$ cat config.mk
export PLATFORM = sky130hd
export DESIGN_NAME = swm_cell
export DESIGN_NICKNAME = d
export VERILOG_FILES = /design/src/rtl/swm_pkg.sv /design/src/rtl/swm_cell.sv
export SDC_FILE = /design/constraint.sdc
export NUM_CORES = 1
export LEC_CHECK = 0
export BUFFER_PORTS_ARGS = -buffer_cell sky130_fd_sc_hd__buf_4
export CAP_MARGIN = 30
export CORE_ASPECT_RATIO = 0.6
export CORE_MARGIN = 4
export CORE_UTILIZATION = 47
export CTS_BUF_LIST = sky130_fd_sc_hd__clkbuf_4 sky130_fd_sc_hd__clkbuf_8 sky130_fd_sc_hd__clkbuf_16
export DETAILED_ROUTE_END_ITERATION = 16
export PLACE_DENSITY = 0.83
export SYNTH_ARGS = -nofsm -noshare
export SYNTH_HDL_FRONTEND = slang
export SYNTH_SLANG_ARGS = --single-unit
$ cat constraint.sdc
create_clock -name clk -period 4.1 [get_ports clk]
set_clock_uncertainty 0.2 [all_clocks]
set_input_delay 0.41 -clock clk [delete_from_list [all_inputs] [get_ports clk]]
set_output_delay 0.41 -clock clk [all_outputs]
set_load 0.05 [all_outputs]
$ cat src/rtl/swm_pkg.sv
`timescale 1ns / 1ps
`default_nettype none

package swm_pkg;

	localparam int WINDOW_MAX = 64;
	localparam int SAMPLE_W   = 32;
	localparam int MEDIAN_W   = 33;
	localparam int COUNT_W    = $clog2(WINDOW_MAX + 1);

	typedef logic signed [SAMPLE_W-1:0] sample_t;
	typedef logic signed [MEDIAN_W-1:0] median_t;
	typedef logic        [COUNT_W-1:0]  count_t;

	typedef struct packed {
		logic del;
		logic below;
		logic gt;
	} cell_flags_t;

endpackage

`default_nettype wire

$ cat src/rtl/swm_cell.sv
`timescale 1ns / 1ps
`default_nettype none

module swm_cell #(
	parameter int AW = 6
) (
	input  wire                  clk,
	input  wire                  step,
	input  swm_pkg::sample_t     x,
	input  wire                  full,
	input  wire                  cell_valid,
	input  wire  [AW-1:0]        win_last,
	input  wire                  below_del,
	input  swm_pkg::sample_t     lower_val,
	input  wire  [AW-1:0]        lower_age,
	input  swm_pkg::cell_flags_t lower_flags,
	input  swm_pkg::sample_t     upper_val,
	input  wire  [AW-1:0]        upper_age,
	input  swm_pkg::cell_flags_t upper_flags,
	output swm_pkg::sample_t     val_q,
	output logic [AW-1:0]        age_q,
	output swm_pkg::cell_flags_t flags
);
	import swm_pkg::*;

	logic    del;
	logic    gt;
	sample_t val_d;
	logic [AW-1:0] age_d;

	assign del = full && cell_valid && (age_q == win_last);
	assign gt  = !cell_valid || (val_q > x);

	assign flags = '{del: del, below: below_del, gt: gt};

	always_comb begin
		if (!upper_flags.del && upper_flags.below && !upper_flags.gt) begin
			val_d = upper_val;
			age_d = upper_age + AW'(1);
		end else if (!del && (below_del == gt)) begin
			val_d = val_q;
			age_d = age_q + AW'(1);
		end else if (!lower_flags.del && !lower_flags.below && lower_flags.gt) begin
			val_d = lower_val;
			age_d = lower_age + AW'(1);
		end else begin
			val_d = x;
			age_d = '0;
		end
	end

	always_ff @(posedge clk) begin
		if (step) begin
			val_q <= val_d;
			age_q <= age_d;
		end
	end

endmodule

`default_nettype wire

==> impl_metrics.csv <==
group,metric,value,unit
run_status,status,"finished clean",
synthesis,avgSynthCellArea,8.41,um2
drt,ant_nets,0,
cts,cts_tree,"done",
sta,min_period,3.18,ns
synthesis,async_flop_share,0,%
sta,fin_ws,0.921,ns
synthesis,syn-num-nets,545,
sta,rsz0062_at_grt,"no",
sta,max-slew-margin-rel,57.0,%
critical_path,cp.required,3.49,ns
critical_path,worst_path_max_delay_cell,"nor4_1",
die,start_util,48.5,%
die,io-pin-count,166,
cts,cts.hold.buffers_added,0,
drt,drtIter0Drc,169,
layout,fin_nets,704,
cts,htreeDepth,2,
worst_hold_path,hp-class,"input pin to flop",
global_route,grt_pass1_vias,3149,
synthesis,synth_enable_flop_cells,38,
synthesis,synth_top_area_share,35.2,%
drt,dr.pass1.iters,4,
critical_path,crit_path_end_kind,"primary output",
place,pre_cts_ws,0.910,ns
job,drv_cap,0,
die,die_w,115,um
drt,wire_per_inst,15.3,um
cts,clock_latency,0.28,ns
synthesis,synth_area,3240,um2
place,dp_cells,624,
synthesis,yosysSeqAreaShare,35.2,%
cts,cts-root-buf,"clkbuf_16",
critical_path,crit_arrival,2.57,ns
drt,route.vias.total,3345,
synthesis,ys_ff_latch,38,
synthesis,synth_largest_area_cell,"edfxtp_1",
sta,worst_pin_slew,0.645,ns
layout,drive_gt1_share,35.0,%
synthesis,synthTopCellsByArea,"edfxtp_1 (35%), ha_1 (14%), a21oi_1 (6.5%)",
layout,n_fill_cell,535,
die,rows,23,
power_and_ir_drop,leakage,2.19,nW
die,die-area,8330,um2
synthesis,synthFlopType,"edfxtp_1",
layout,n_antenna_cell,0,
cts,clk_path_buf_depth,2,
synthesis,synth_cell_types,49,
sta,hold_viol,0,
sta,hold_ws,0.207,ns
sta,final.setup.tns,0,ns
layout,syn_to_final_growth,45.7,%
sta,fmax,315,MHz
synthesis,synthCells,385,
critical_path,worstSetupStartpointType,"flop",
critical_path,crit_type,"flop to primary output",
cts,cts_resized,0,
power_and_ir_drop,ir_drop,173,uV
layout,stdcell_count,632,
cts,clk_pin_slew,0.06,ns
drt,wirelength,9.67,mm
drt,via_per_inst,5.29,
cts,cts_buffers,5,
global_route,gr-total-overflow,0,
drt,drc_errors,0,
global_route,grt_pass1_wl,14.7,mm
place,dp_hpwl,7.93,mm
global_route,antenna_found_initial,0,
power_and_ir_drop,power_density,309,nW/um2
die,fp.dieH,72.3,um
critical_path,crit_chain,"ha_1 > nand4_1 > nor4_1 > a21bo_2 > a31oi_1 > a211oi_1 > inv_1 > buf_4",
critical_path,worstPathMaxFanout,4,
cts,cts_setup_buffers,0,
die,core,6680,um2
synthesis,synth_warnings,0,
place,place.gp.congestion,0.846,
sta,finalSetupViolations,0,
global_route,track_usage,22.1,%
sta,timing.final.crit_share,77.5,%
cts,clock_sinks,38,
sta,slew_violations,0,
global_route,grt_max_degree,72,
critical_path,slowest_delay,0.55,ns
place,port_buffers,165,
==> cells in the mapped netlist (3+ instances only) <==
library cell / instances
nand4_1: 6
nor4_1: 3
nand3_1: 11
nand4b_1: 5
xnor2_1: 8
nand2_1: 49
xor2_1: 10
a211oi_1: 3
nor2_1: 38
nand2b_1: 4
o211a_1: 3
clkbuf_1: 14
buf_4: 3
a21oi_1: 42
edfxtp_1: 38
a31oi_1: 3
inv_1: 37
o21ai_0: 38
ha_1: 35
==> layer usage <==
metal / global-route usage [%] / share of wire [%]
met1: 30.4 / 45
met3: 6.67 / 9.6
met2: 35.1 / 45
met4: 4.04 / 0.63
met5: 0 / 0
==> state kept, by name, indices dropped and copies added (netlist names) <==
signal,flops
val_q,32
age_q,6
==> path summary, 6_finish.rpt <==
kind | from | to | slack (ns) | depth (start not counted)
worst max-delay path | val_q[14] | flags[0] | 0.92 | 8
worst max register to register | val_q[27] | val_q[8] | 0.97 | 8
worst min-delay path | step | age_q[2] | 0.21 | 1
worst min register to register | age_q[5] | age_q[5] | 0.57 | 2
==> metrics by stage <==
stage                     utilization, %  cell area, um2  power (W)
final                               70.7            4720    0.00146
after floorplan                        -            3240   0.000821
after CTS                           70.7            4720    0.00146
after detailed placement            68.2            4550    0.00103
after global routing                70.7            4720    0.00153
after global placement              68.2            4550    0.00102
==> cell families (layout without fill, tap and decap cells) <==
logic type	Yosys count	after routing	synth area share (%)
compound gates	105	105	19.4
xor+xnor	18	18	4.87
simple gates	134	134	20.1
mux	1	1	0.309
flops	38	38	35.2
fa+ha+maj	35	35	13.5
buf+inv	54	214	6.60
==> layout make-up <==
class,count,area (um2),area share [%]
well taps,87,109,2.31
clock buffers,5,125,2.65
multi-input cells,293,1900,40.2
inverters,37,139,2.94
repair buffers,169,1270,26.9
clock inverters,3,40.0,0.849
flip-flops and latches,38,1140,24.2
==> cells in the final DEF, fill, tap and decap left out, types with 6 or more instances in the layout <==
master      n
a21oi_1    42
buf_4     169
edfxtp_1   38
ha_1       35
inv_1      37
nand2_1    49
nand3_1    11
nand4_1     6
nor2_1     38
o21ai_0    38
xnor2_1     8
xor2_1     10
==> power by group <==
group / internal, W / switching [W]
clock: 0.000284 / 0.000146
sequential: 0.000479 / 0.0000287
combinational: 0.000215 / 0.000305
total: 0.000979 / 0.000479
==> critical path, delay by kind of cell (launching register included) <==
| family | cells | cell delay, ns |
|---|---|---|
| AND/OR/NAND/NOR | 2 | 0.75 |
| AO/OA/AOI/OAI | 3 | 0.57 |
| flip-flops | 1 | 0.39 |
| adder cells (fa/ha/maj) | 1 | 0.33 |
| buffers and inverters | 2 | 0.26 |
(Power assumes the default switching activity.)
